**src/rtl/core/ism_pkg.sv**
```systemverilog
// ism_pkg: types and constants shared by the interval statistics monitor.
// No dependencies.
`default_nettype none
package ism_pkg;
  typedef enum logic [1:0] {
    FUNC_START  = 2'd0,
    FUNC_STOP   = 2'd1,
    FUNC_CLEAR  = 2'd2,
    FUNC_REPORT = 2'd3
  } func_t;

  localparam int unsigned STAMP_W = 32;
  localparam int unsigned SUM_W   = 64;
  localparam int unsigned KEPT_W  = 5;
  localparam logic [31:0] MIN_RESET = 32'h7fff_ffff;
  localparam logic [31:0] SAT32     = 32'hffff_ffff;
  localparam logic [KEPT_W-1:0] KEPT_RESET = 5'd16;

  typedef struct packed {
    logic [1:0]  func;
    logic [2:0]  watch_id;
    logic [31:0] stamp;
  } in_item_t;

  typedef struct packed {
    logic        misuse;
    logic [31:0] interval;
    logic [31:0] shortest;
    logic [31:0] longest;
    logic [63:0] total;
    logic [31:0] hits;
    logic [63:0] mean;
    logic [31:0] middle;
  } out_item_t;

  // Handshake between the sequencer and the divider.
  typedef struct packed {
    logic start;
    logic busy;
    logic done;
  } div_ctl_t;
endpackage
`default_nettype wire

```
**src/rtl/core/ism_divider.sv**
```systemverilog
// ism_divider: 64-by-32 restoring divider, one quotient bit a cycle.
// Depends on ism_pkg.
`default_nettype none
module ism_divider import ism_pkg::*; (
  input  wire logic        clk,
  input  wire logic        rst_n,
  input  wire logic        start,
  input  wire logic [63:0] dividend,
  input  wire logic [31:0] divisor,
  output logic             busy,
  output logic             done,
  output logic [63:0]      quotient
);
  logic [63:0] quo_r, quo_nxt;
  logic [32:0] rem_r, rem_nxt;
  logic [31:0] dsr_r, dsr_nxt;
  logic [6:0]  cnt_r, cnt_nxt;
  logic        busy_r, busy_nxt, done_r, done_nxt;
  logic [32:0] trial;
  logic [33:0] diff;

  always_comb begin
    quo_nxt  = quo_r;
    rem_nxt  = rem_r;
    dsr_nxt  = dsr_r;
    cnt_nxt  = cnt_r;
    busy_nxt = busy_r;
    done_nxt = 1'b0;
    trial    = {rem_r[31:0], quo_r[63]};
    diff     = {1'b0, trial} - {2'b00, dsr_r};
    if (start) begin
      quo_nxt  = dividend;
      rem_nxt  = '0;
      dsr_nxt  = divisor;
      cnt_nxt  = 7'd64;
      busy_nxt = 1'b1;
    end else if (busy_r) begin
      if (!diff[33]) begin
        rem_nxt = diff[32:0];
        quo_nxt = {quo_r[62:0], 1'b1};
      end else begin
        rem_nxt = trial;
        quo_nxt = {quo_r[62:0], 1'b0};
      end
      cnt_nxt = cnt_r - 7'd1;
      if (cnt_r == 7'd1) begin
        busy_nxt = 1'b0;
        done_nxt = 1'b1;
      end
    end
  end

  always_ff @(posedge clk) begin
    if (!rst_n) begin
      busy_r <= 1'b0;
      done_r <= 1'b0;
      cnt_r  <= '0;
    end else begin
      busy_r <= busy_nxt;
      done_r <= done_nxt;
      cnt_r  <= cnt_nxt;
    end
    quo_r <= quo_nxt;
    rem_r <= rem_nxt;
    dsr_r <= dsr_nxt;
  end

  assign busy     = busy_r;
  assign done     = done_r;
  assign quotient = quo_r;
endmodule
`default_nettype wire

```
**config.mk**
```make
export PLATFORM = sky130hd
export DESIGN_NAME = ism_divider
export DESIGN_NICKNAME = d
export VERILOG_FILES = /design/src/rtl/core/ism_pkg.sv /design/src/rtl/core/ism_divider.sv
export SDC_FILE = /design/constraint.sdc
export NUM_CORES = 1
export LEC_CHECK = 0
export BUFFER_PORTS_ARGS = -buffer_cell sky130_fd_sc_hd__buf_2
export CAP_MARGIN = 30
export CORE_MARGIN = 8
export CORE_UTILIZATION = 42
export CTS_BUF_LIST = sky130_fd_sc_hd__clkbuf_8 sky130_fd_sc_hd__clkbuf_16
export DETAILED_ROUTE_END_ITERATION = 6
export PLACE_DENSITY_LB_ADDON = 0.08
export SETUP_SLACK_MARGIN = 0.3
export SKIP_LAST_GASP = 1
export SLEW_MARGIN = 20
export SYNTH_ARGS = -nofsm -noshare
export SYNTH_HDL_FRONTEND = slang
export SYNTH_SLANG_ARGS = --single-unit
```
**constraint.sdc**
```tcl
create_clock -name clk -period 3.3 [get_ports clk]
set_clock_uncertainty 0.05 [all_clocks]
set_input_delay 0.495 -clock clk [delete_from_list [all_inputs] [get_ports clk]]
set_output_delay 0.495 -clock clk [all_outputs]
set_load 0.01 [all_outputs]
```
Yosys cells after proc, flatten, opt, wreduce, memory -nomap -nowiden

Cells that the tools add are included.

Register bits: 137
Bits of input ports: 99
Logic and storage cells: 25

$add $sub $neg: 2
Eq/ne operators: 1
Muxes and demuxes: 10
Bitwise gates (word level): 2
Reductions and logical operators: 3

Operators with widths:

| operator              | count |
|---|---|
| $mux W64              | 2 |
| $sub A33 B32 Y34      | 1 |
| $mux W32              | 1 |
| $mux W7               | 2 |
| $eq A7 B1 Y1 const B  | 1 |
| $sub A7 B1 Y7 const B | 1 |
| $mux W1               | 5 |
| $reduce_or A3 Y1      | 1 |
| $not A1 Y1            | 2 |
| $reduce_bool A2 Y1    | 1 |
| $reduce_or A2 Y1      | 1 |

Longest topological paths before layout

Gate-level depths: netlist of the first run.

Depth in word-level cells: 4
Gate-level depth with buffers: 13

Worst setup path before layout of the first run

Ideal clock, no wire load.

Path type: register to register
Start: register quo_r[63], in the netlist quotient[63]
End: register rem_r[28]
Arrival: 2.719 ns
Setup slack: 0.400 ns
Stages on the path, launching flop included: 13
Path through: edfxtp_1 -> inv_1 -> ha_1 -> inv_1 -> fa_1 -> a211oi_1 -> nor2_1 -> o2111a_1 -> o2111a_1 -> or3_1 -> a31oi_1 -> xor2_1 -> o22ai_1

Cells in the longest elaborated chain, start to end: 2

Ends and longest elaborated chain:

| element                  | line              | text |
|---|---|---|
| start: declaration       | ism_divider.sv:14 | `logic [63:0] quo_r, quo_nxt;` |
| start signal: assignment | ism_divider.sv:63 | `quo_r <= quo_nxt;` |
| $sub A33 B32 Y34         | ism_divider.sv:30 | `diff = {1'b0, trial} - {2'b00, dsr_r};` |
| $mux W32                 | ism_divider.sv:38 | `if (!diff[33]) begin` |
| end signal: assignment   | ism_divider.sv:64 | `rem_r <= rem_nxt;` |
| end: declaration         | ism_divider.sv:15 | `logic [32:0] rem_r, rem_nxt;` |

No other way between the ends.
A chain may end at the register's enable or synchronous reset.

Worst setup path in the final report of the first run

Start: register dsr_r[22]
End: register rem_r[22]

Cells in the longest elaborated chain, start to end: 2

Ends and longest elaborated chain:

| element                  | line              | text |
|---|---|---|
| start: declaration       | ism_divider.sv:16 | `logic [31:0] dsr_r, dsr_nxt;` |
| start signal: assignment | ism_divider.sv:65 | `dsr_r <= dsr_nxt;` |
| $sub A33 B32 Y34         | ism_divider.sv:30 |  |
| $mux W32                 | ism_divider.sv:38 |  |

No other way between the ends.

==> results of run 1 <==
worst max-delay path: cells and delay by family, from the launching register on:
kind                       cells  cell delay (ns)
DFF                            1             0.36
adders and majority gates      1             0.31
and+or+nand+nor                2             0.46
AOI/OAI and AO/OA              6             1.24
buffers and inverters          3             0.37
cell type report:
type / instances / area share
clock inverter: 15 / 0.0140
clock buffer: 17 / 0.0463
timing repair buffer: 186 / 0.109
tap: 225 / 0.0307
multi-input combinational: 458 / 0.378
sequential: 137 / 0.403
inverter: 44 / 0.0180
sequential cells by signal (all words and copies together) (netlist names):
name      count
busy          1
quotient     64
cnt_r         7
dsr_r        32
rem_r        32
done          1
through the flow:
step | utilization | cells
floorplan | - | 671
detailed placement | 0.490 | 1044
global placement | 0.490 | 1044
CTS | 0.523 | 1076
global route | 0.535 | 1082
finish | 0.535 | 1082
power by group:
part	switching (mW)	leakage [nW]	internal, mW
Combinational	0.474	2.25	0.404
Sequential	0.0828	1.29	2.01
Clock	0.772	0.268	1.04
Total	1.33	3.81	3.45
cells in the final DEF, fill, tap and decap left out, types with 4 or more instances in the layout:
| master | instances |
|---|---|
| buf_2 | 163 |
| nand4_1 | 5 |
| o21ai_0 | 17 |
| a21o_1 | 14 |
| nand3_1 | 12 |
| dfxtp_1 | 41 |
| a211oi_1 | 4 |
| o21ai_1 | 7 |
| and2_1 | 6 |
| edfxtp_1 | 96 |
| or3_1 | 6 |
| nor2_1 | 47 |
| clkinv_4 | 4 |
| nor3_1 | 9 |
| o21a_1 | 9 |
| ha_1 | 22 |
| o22ai_1 | 6 |
| clkbuf_16 | 17 |
| mux2_2 | 64 |
| xor2_1 | 12 |
| o211ai_1 | 7 |
| a21oi_1 | 31 |
| xnor2_1 | 13 |
| ha_4 | 9 |
| buf_4 | 21 |
| and3_1 | 6 |
| o21bai_1 | 4 |
| inv_1 | 43 |
| a311oi_1 | 21 |
| nand2_1 | 70 |
worst paths after layout:
path               start         to  slack (ns)  depth (start not counted)
max            dsr_r[22]  rem_r[22]        0.41                         12
min          divisor[26]  dsr_r[26]        0.20                          1
max reg2reg    dsr_r[22]  rem_r[22]        0.41                         12
min reg2reg    rem_r[31]  rem_r[31]        0.42                          2
layer usage:
metal,wire length [um],vias up,global-route usage
li1,-,2822,-
met1,8320,2658,0.207
met2,8520,170,0.265
met3,1610,18,0.0758
met4,222,2,0.0576
met5,13,-,0
what timing repair did:
| action | in CTS | in global routing |
|---|---|---|
| gates cloned | 0 | 0 |
| setup buffers | 0 | 6 |
| pin swaps | 0 | 18 |
| endpoints found under the setup margin | 5 | 27 |
| gates resized for setup | 3 | 32 |
| endpoints found under the hold margin | 0 | 0 |
cells by family (layout without fill, tap and decap cells):
family | count (synthesis) | in the layout
fa+ha+maj | 35 | 35
mux | 67 | 67
compound gates | 152 | 152
xor+xnor | 25 | 25
flops | 137 | 137
buf+inv | 76 | 262
simple gates | 179 | 179
==> summary.md, run 1 <==
| Metric | Value |
|---|---|
| Setup-failing EPs final | `0` |
| ANT cells | `0` |
| Final max-slew violation count | `0` |
| Post-DRT Antenna Nets | `0` |
| TritonCTS Sinks | `137` |
| Via/cell ratio | `5.24` |
| Remaining global-route overflow | `0` |
| Worst Hold Slack | `0.198 ns` |
| CTS Buf Count | `17` |
| Multi-input gate area | `0.00347 mm2` |
| Largest family of logic cells by synthesized area | `compound AO/OA/AOI/OAI gates` |
| Fmax | `346 MHz` |
| Fin crit share | `0.876` |
| Clock tree buffer depth | `2` |
| GRT Overall Usage | `0.171` |
| Synth Area in Adders | `0.0609` |
| Die Wd | `148 um` |
| DRT iter0 DRCs | `268` |
| Critical path startpoint category | `flip-flop` |
| Worst IR drop on VDD | `0.351 mV` |
| Commonest register cell after synthesis | `edfxtp_1` |
| CP Capture Type | `flip-flop` |
| Area share of the leading cell type in the synthesized netlist | `0.394` |
| Max cap viols | `0` |
| Setup_tns | `0 ns` |
| RSZ-0062 raised after global routing | `yes` |
| Mean Syn Cell Area | `10.9 um2` |
| First-pass GRT wire length | `30.0 mm` |
| Post-DP Area | `0.00842 mm2` |
| Place WS | `0.266 ns` |
| Antenna violations before repair | `1` |
| CP required | `3.57 ns` |
| Sequential area share after synthesis | `0.506` |
| Register bit total from synthesis | `137` |
| DRC viols | `0` |
| Arrival time worst endpoint | `3.16 ns` |
| Core area | `0.0172 mm2` |
| Fin nets | `978` |
| Die area | `0.0219 mm2` |
| Register area | `0.00370 mm2` |
| Most frequent cell after synthesis | `edfxtp_1` |
| Hold_buf cts | `0` |
| Top cells by area, synth | `edfxtp_1 (39%), dfxtp_1 (11%), mux2_2 (9.8%), ha_1 (5.8%), nand2_1 (3.6%)` |
| Worst-path clk slew | `0.06 ns` |
| Routed length per instance | `17.3 um` |
| Worst Setup Path Type | `reg2reg` |
| Final setup margin | `0.410 ns` |
| Ys async rst share | `0` |
| Design area | `0.00918 mm2` |
| Mapped Cells | `671` |
| CP max FO | `8` |
| Starting utilization of the core area | `0.426` |
| Rows | `48` |
| Outcome | `finished clean` |
| Ports | `165` |
| Root buffer cell | `clkbuf_16` |
| Crit path time final | `2.89 ns` |
| Slew headroom | `0.628` |
| Critical path's slowest cell | `edfxtp_1` |
| Leakage power total | `3.81 nW` |
| CP Cell Sequence | `inv_1, ha_2, and2_1, o21a_1, o21ai_0, o211ai_1, o21a_4, buf_4, or2_4, buf_4, o21a_1, a22o_1` |
| Placer congestion estimate | `0.852` |
| Clock H-tree levels | `4` |
| Pwr dens | `521 mW/mm2` |
| Worst-Skew Late Latency | `0.42 ns` |
| 1st-pass router iterations | `4` |
| HP Class | `in2reg` |
| Worst-Margin Slew | `0.555 ns` |
| Synth Area in Simple Gates | `0.111` |
| I/O Buffers | `164` |
| Mux cell area share after synthesis | `0.103` |
| Die H | `148 um` |
| Layout filler cell count | `1565` |
| Synth Warn # | `0` |
| Synth Area in Compound Gates | `0.148` |
| Hpwl dp | `13.4 mm` |
| Final WL | `18.7 mm` |
| Area Overhead vs Synth | `25.5%` |
| Vias | `5670` |
| Pin count of the biggest net entering global routing | `65` |
| Synth Area in XOR/XNOR | `0.0299` |
| Post-synth EDFFs | `96` |
| Final Hold Fails | `0` |
| CTS tree | `built` |
| Top post-synthesis cells by count | `edfxtp_1 (96), nand2_1 (70), mux2_2 (64)` |
| Share of cells above drive strength 1 | `0.364` |
| Cell taking the most area after synthesis | `edfxtp_1` |
| Syn nets | `805` |
| Vias in the first global route | `5906` |
| Synth unique cells | `63` |
| Mapped cell area | `0.00732 mm2` |
| CP peak stage delay | `0.36 ns` |
| Design Power | `4.78 mW` |
(Power assumes the default switching activity.)
==> run 2: changes to the inputs <==
Settings changed: CORE_UTILIZATION 42 to 55.
Clock period 3.3 ns to 3 ns, I/O delays scaled along.
==> run 2 against run 1 <==
Net effect:
- sequential share of layout area fell by 2.2 points
- clock power rose by 24%
- count of clock-buffer cells in the layout stayed put
- setup slack worse by 0.29 ns
- die area decreased by 21%
- fmax increased by 0.20%
- global-route usage rose by 4.6 points
- routed wire length grew 4.2%
==> summary.md, run 2 (synthesis gave the netlist of run 1 again) <==
| Metric | Value |
|---|---|
| Worst-Margin Slew | `0.551 ns (-0.00427 ns)` |
| First-pass GRT wire length | `30.6 mm (+1.8%)` |
| CP Cell Sequence | `inv_2, ha_4, inv_2, fa_2, a211oi_2, nor2_1, o2111a_2, o2111a_2, o31a_1, or3_1, nand3_2, a311oi_2` |
| Worst path bufs/invs | `2 (-1)` |
| Internal power | `4.11 mW (+19%)` |
| Pin count of the biggest net entering global routing | `106 (+63%)` |
| Switching power | `1.52 mW (+14%)` |
| Vias in the first global route | `6396 (+8.3%)` |
| Hpwl dp | `13.0 mm (-3.1%)` |
| Vias | `5980 (+5.5%)` |
| Root buffer cell | `clkbuf_16` |
| Remaining global-route overflow | `0 (unchanged)` |
| Reg2reg end | `rem_r[20]` |
| CP Capture Type | `flip-flop` |
| Reg2reg path depth | `12 (unchanged)` |
| CP peak stage delay | `0.40 ns (+0.04 ns)` |
| Antenna violations before repair | `0 (-1)` |
| Starting utilization of the core area | `0.557 (+0.131)` |
| CP required | `3.25 ns (-0.32 ns)` |
| Hold depth | `1 (unchanged)` |
| DRC viols | `0 (unchanged)` |
| Worst Hold Launch | `divisor[14]` |
| I/O Buffers | `164 (unchanged)` |
| Die Wd | `131 um (-11%)` |
| Layout filler cell count | `924 (-41%)` |
| Fmax | `347 MHz (+0.20%)` |
| Seq pwr share | `0.411 (-0.027)` |
| 1st-pass router iterations | `5 (+1)` |
| Flop-to-flop setup slack | `0.12 ns (-0.29 ns)` |
| Fin cells | `1058 (-2.2%)` |
| Final setup margin | `0.116 ns (-0.294 ns)` |
| Worst IR drop on VDD | `0.482 mV (+37%)` |
| CTS tree | `built` |
| Crit path time final | `2.88 ns (-0.00575 ns)` |
| CTS Buf Count | `17 (unchanged)` |
| Fin crit share | `0.961 (+0.0857)` |
| Clock share of power | `0.397 (+0.019)` |
| Final WL | `19.5 mm (+4.2%)` |
| Most frequent cells in the layout | `buf_2 (163), edfxtp_1 (96), mux2_2 (63), nand2_1 (55), nor2_1 (48)` |
| Via/cell ratio | `5.65 (+7.9%)` |
| Comb power frac | `0.192 (+0.008)` |
| Die area | `0.0173 mm2 (-21%)` |
| Worst Setup Path Type | `reg2reg` |
| ANT cells | `0 (unchanged)` |
| CP max FO | `4 (-4)` |
| Critical path startpoint category | `flip-flop` |
| Setup_tns | `0 ns (unchanged)` |
| DRT iter0 DRCs | `323 (+21%)` |
| Final Hold Fails | `0 (unchanged)` |
| Worst-Skew Late Latency | `0.43 ns (about the same)` |
| Hold_buf cts | `0 (unchanged)` |
| Setup-failing EPs final | `0 (unchanged)` |
| TritonCTS Sinks | `137 (unchanged)` |
| CP delay by family, top | `compound AO/OA/AOI/OAI gates` |
| Largest register FFs | `64 (unchanged)` |
| Routed length per instance | `18.4 um (+6.5%)` |
| Clock tree buffer depth | `2 (unchanged)` |
| Worst-path clk slew | `0.07 ns (about the same)` |
| Ports | `165 (unchanged)` |
| Critical path's slowest cell | `edfxtp_1` |
| FF-to-FF Start | `quotient[63]` |
| Share of cells above drive strength 1 | `0.431 (+0.0668)` |
| GRT Overall Usage | `0.217 (+0.0465)` |
| RSZ-0062 raised after global routing | `yes` |
| Outcome | `finished clean` |
| Slew headroom | `0.633 (+0.00421)` |
| Max cap viols | `0 (unchanged)` |
| HP Class | `in2reg` |
| Pwr dens | `580 mW/mm2 (+11%)` |
| Post-DRT Antenna Nets | `0 (unchanged)` |
| Final max-slew violation count | `0 (unchanged)` |
| Fin nets | `1003 (+2.6%)` |
| Commonest non-fill, non-tap cell in the layout | `buf_2` |
| Switch share | `0.270 (-0.00803)` |
| Worst hold endpoint | `dsr_r[14]` |
| Dpl cells | `998 (-4.4%)` |
| Area Overhead vs Synth | `32.7%` |
| Die H | `131 um (-11%)` |
| Design Power | `5.63 mW (+18%)` |
| Placer congestion estimate | `0.871 (+2.3%)` |
| Place WS | `0.0733 ns (-0.193 ns)` |
| Leakage power total | `4.07 nW (+6.8%)` |
| Core area | `0.0131 mm2 (-24%)` |
| Rows | `42 (-13%)` |
| Clock H-tree levels | `4 (unchanged)` |
| Arrival time worst endpoint | `3.13 ns (-0.03 ns)` |
==> run 2: routing by layer <==
metal	routed length, um	global-route usage
met3	1650	0.0861
met1	7740	0.241
met5	0	0
met2	9650	0.363
met4	424	0.0951
==> run 2: layout make-up <==
| type | instances | area, um2 | area share |
|---|---|---|---|
| Timing Repair Buffer | 210 | 1290 | 0.133 |
| Clock inverter | 15 | 199 | 0.0205 |
| Sequential cell | 137 | 3700 | 0.382 |
| Clock buffer | 17 | 425 | 0.0438 |
| Tap cell | 176 | 220 | 0.0227 |
| Inverter | 44 | 165 | 0.0170 |
| Multi-Input combinational cell | 459 | 3700 | 0.381 |
==> run 2: how the worst max path moves through the flow <==
stage                 startpoint         to  slack [ns]  depth (start not counted)
floorplan           quotient[63]  rem_r[20]        0.22                         12
global placement    quotient[63]  rem_r[26]        0.12                         12
detailed placement     dsr_r[12]  rem_r[18]        0.07                         10
CTS                    dsr_r[26]  rem_r[18]        0.19                         10
global route        quotient[63]  rem_r[20]        0.02                         12
finish              quotient[63]  rem_r[20]        0.12                         12
==> run 2: per-stage QoR <==
| stage | area, um2 | utilization | hold WS (ns) |
|---|---|---|---|
| 3_3_place_gp | 8440 | 0.642 | 0.404 |
| 4_1_cts | 9290 | 0.707 | 0.120 |
| 5_1_grt | 9710 | 0.739 | 0.122 |
| 2_1_floorplan | 7370 | - | 0.396 |
| 3_5_place_dp | 8440 | 0.642 | 0.434 |
| 6_report | 9710 | 0.739 | 0.135 |
==> run 2: what timing repair did <==
item	in CTS	in global routing
setup buffers	12	13
gates resized for setup	23	68
gates cloned	1	2
pin swaps	17	51
endpoints found under the setup margin	30	33
==> run 2: power by group through the flow <==
stage          Combinational (mW)  Clock, mW  Sequential (mW)
5_1_grt                      1.18       2.34             2.33
4_1_cts                     0.994       2.27             2.31
2_1_floorplan               0.576          0             2.37
3_3_place_gp                0.924          0             2.33
6_report                     1.08       2.24             2.31
3_5_place_dp                0.947          0             2.34
==> run 3: changes to the inputs <==
Settings changed: RECOVER_POWER from default to 25.
==> run 3 against run 2 <==
Net effect:
- the run now ends with capacitance limit, slew limit left
- worst hold slack about the same
- via count rose by 0.38%
- flip-flop and latch count unchanged
- total power up 0.11%
- setup slack gained 0.0035 ns
- sequential power about the same
- fmax rose by 0.12%
- critical path type unchanged
==> summary.md, run 3 (synthesis gave the netlist of run 1 again) <==
| Metric | Value |
|---|---|
| Largest register FFs | `64 (unchanged)` |
| Worst IR drop on VDD | `0.484 mV (+0.46%)` |
| Comb power frac | `0.192 (about the same)` |
| 1st-pass router iterations | `4 (-1)` |
| Worst-Skew Late Latency | `0.43 ns (about the same)` |
| Hold depth | `1 (unchanged)` |
| CP delay by family, top | `compound AO/OA/AOI/OAI gates` |
| Failing checks | `capacitance limit, slew limit` |
| GRT Overall Usage | `0.217 (unchanged)` |
| Place WS | `0.0733 ns (unchanged)` |
| Fmax | `347 MHz (+0.12%)` |
| Most frequent cells in the layout | `buf_2 (164), edfxtp_1 (96), mux2_2 (63), nand2_1 (55), nor2_1 (48)` |
| CTS Buf Count | `17 (unchanged)` |
| Placer congestion estimate | `0.871 (unchanged)` |
| HP Class | `in2reg` |
| Fin crit share | `0.960 (-0.00117)` |
| Clock share of power | `0.398 (about the same)` |
| Reg2reg end | `rem_r[20]` |
| Setup-failing EPs final | `0 (unchanged)` |
| Core area | `0.0131 mm2 (unchanged)` |
| ANT cells | `0 (unchanged)` |
| RSZ-0062 raised after global routing | `yes` |
| CP peak stage delay | `0.40 ns (about the same)` |
| Worst-path clk slew | `0.07 ns (about the same)` |
| Leakage power total | `4.06 nW (-0.22%)` |
| Critical path's slowest cell | `edfxtp_1` |
| Design Power | `5.64 mW (+0.11%)` |
| Max cap viols | `1 (+1)` |
| Worst Setup Path Type | `reg2reg` |
| Starting utilization of the core area | `0.557 (unchanged)` |
| Internal power | `4.11 mW (about the same)` |
| Root buffer cell | `clkbuf_16` |
| Area Overhead vs Synth | `32.4%` |
| Pin count of the biggest net entering global routing | `106 (unchanged)` |
| Layout filler cell count | `926 (+0.22%)` |
| Switching power | `1.52 mW (+0.28%)` |
| Die Wd | `131 um (unchanged)` |
| Setup_tns | `0 ns (unchanged)` |
| Final WL | `19.4 mm (about the same)` |
| Final max-slew violation count | `106 (+106)` |
| Final setup margin | `0.119 ns (+0.00351 ns)` |
| CP Capture Type | `flip-flop` |
| FF-to-FF Start | `quotient[63]` |
| Worst Hold Slack | `0.135 ns (+0.000497 ns)` |
| Hpwl dp | `13.0 mm (unchanged)` |
| Pwr dens | `582 mW/mm2 (+0.31%)` |
| Outcome | `complete, but fails checks` |
| Fin cells | `1058 (unchanged)` |
| Flop-to-flop setup slack | `0.12 ns (about the same)` |
| DRT iter0 DRCs | `288 (-11%)` |
| Vias in the first global route | `6396 (unchanged)` |
| Die H | `131 um (unchanged)` |
| Post-DRT Antenna Nets | `0 (unchanged)` |
| Clock tree buffer depth | `2 (unchanged)` |
| CP Cell Sequence | `inv_2, ha_4, inv_2, fa_2, a211oi_2, nor2_1, o2111a_2, o2111a_2, o31a_1, or3_1, nand3_2, a311oi_2` |
| CP required | `3.25 ns (about the same)` |
| Share of cells above drive strength 1 | `0.430 (-0.00113)` |
| First-pass GRT wire length | `30.6 mm (unchanged)` |
| Die area | `0.0173 mm2 (unchanged)` |
| Seq pwr share | `0.410 (about the same)` |
| Vias | `6003 (+0.38%)` |
| Clock H-tree levels | `4 (unchanged)` |
| Antenna violations before repair | `0 (unchanged)` |
| Reg2reg path depth | `12 (unchanged)` |
| TritonCTS Sinks | `137 (unchanged)` |
| DRC viols | `0 (unchanged)` |
| Rows | `42 (unchanged)` |
| Critical path startpoint category | `flip-flop` |
| CP max FO | `4 (unchanged)` |
| CTS tree | `built` |
| Worst-Margin Slew | `2.28 ns (+1.73 ns)` |
| Worst path bufs/invs | `2 (unchanged)` |
| Worst hold endpoint | `dsr_r[14]` |
| Worst Hold Launch | `divisor[14]` |
| Final Hold Fails | `0 (unchanged)` |
| Remaining global-route overflow | `0 (unchanged)` |
| I/O Buffers | `164 (unchanged)` |
| Slew headroom | `-0.520 (-1.15)` |
| Crit path time final | `2.88 ns (-0.00351 ns)` |
| Via/cell ratio | `5.67 (+0.38%)` |
| Dpl cells | `998 (unchanged)` |
| Arrival time worst endpoint | `3.13 ns (about the same)` |
| Routed length per instance | `18.4 um (about the same)` |
| Switch share | `0.270 (+0.000448)` |
| Ports | `165 (unchanged)` |
| Fin nets | `1003 (unchanged)` |
| Commonest non-fill, non-tap cell in the layout | `buf_2` |
[run 3: cell types whose count changed in the layout (fill, tap and decap cells not counted), sizes merged]
cell / before / now
buf: 209 / 208
clkbuf: 18 / 19
[run 3: worst max path at each step]
stage	start	to	depth (start not counted)
after floorplan	quotient[63]	rem_r[20]	12
after global placement	quotient[63]	rem_r[26]	12
after detailed placement	dsr_r[12]	rem_r[18]	10
after CTS	dsr_r[26]	rem_r[18]	10
after global routing	quotient[63]	rem_r[20]	12
final	quotient[63]	rem_r[20]	12
[run 3: through the flow]
| step | cell area [um2] | util |
|---|---|---|
| detailed placement | 8440 | 0.642 |
| global placement | 8440 | 0.642 |
| CTS | 9290 | 0.707 |
| finish | 9690 | 0.738 |
| global route | 9690 | 0.738 |
| floorplan | 7370 | - |
[run 3: cell type report]
cell class | count | area [um2] | share of cell area
clock buffer | 17 | 425 | 0.0439
clock inverter | 15 | 199 | 0.0205
inverter | 44 | 165 | 0.0170
multi-input combinational | 459 | 3700 | 0.382
sequential | 137 | 3700 | 0.382
tap | 176 | 220 | 0.0227
timing repair buffer | 210 | 1270 | 0.131
[run 3: power by group through the flow]
stage / Clock [mW] / Combinational, mW / Sequential (mW)
6_report: 2.24 / 1.08 / 2.31
2_1_floorplan: 0 / 0.576 / 2.37
3_3_place_gp: 0 / 0.924 / 2.33
4_1_cts: 2.27 / 0.994 / 2.31
3_5_place_dp: 0 / 0.947 / 2.34
5_1_grt: 2.34 / 1.18 / 2.33
[run 3: what timing repair did]
action | 4_1_cts | 5_1_grt
setup endpoints to repair | 30 | 33
setup buffers | 12 | 13
hold endpoints to repair | 0 | 0
hold buffers | 0 | 0
resized for setup | 23 | 68
cloned | 1 | 2
pin swaps | 17 | 51
[run 3: layer usage]
layer / routed length (um) / share of wire / global-route usage / up-vias
met4: 414 / 0.021 / 0.0951 / 0
li1: - / - / - / 2875
met3: 1650 / 0.085 / 0.0861 / 42
met5: 0 / 0 / 0 / -
met1: 7750 / 0.40 / 0.241 / 2861
met2: 9630 / 0.50 / 0.363 / 225
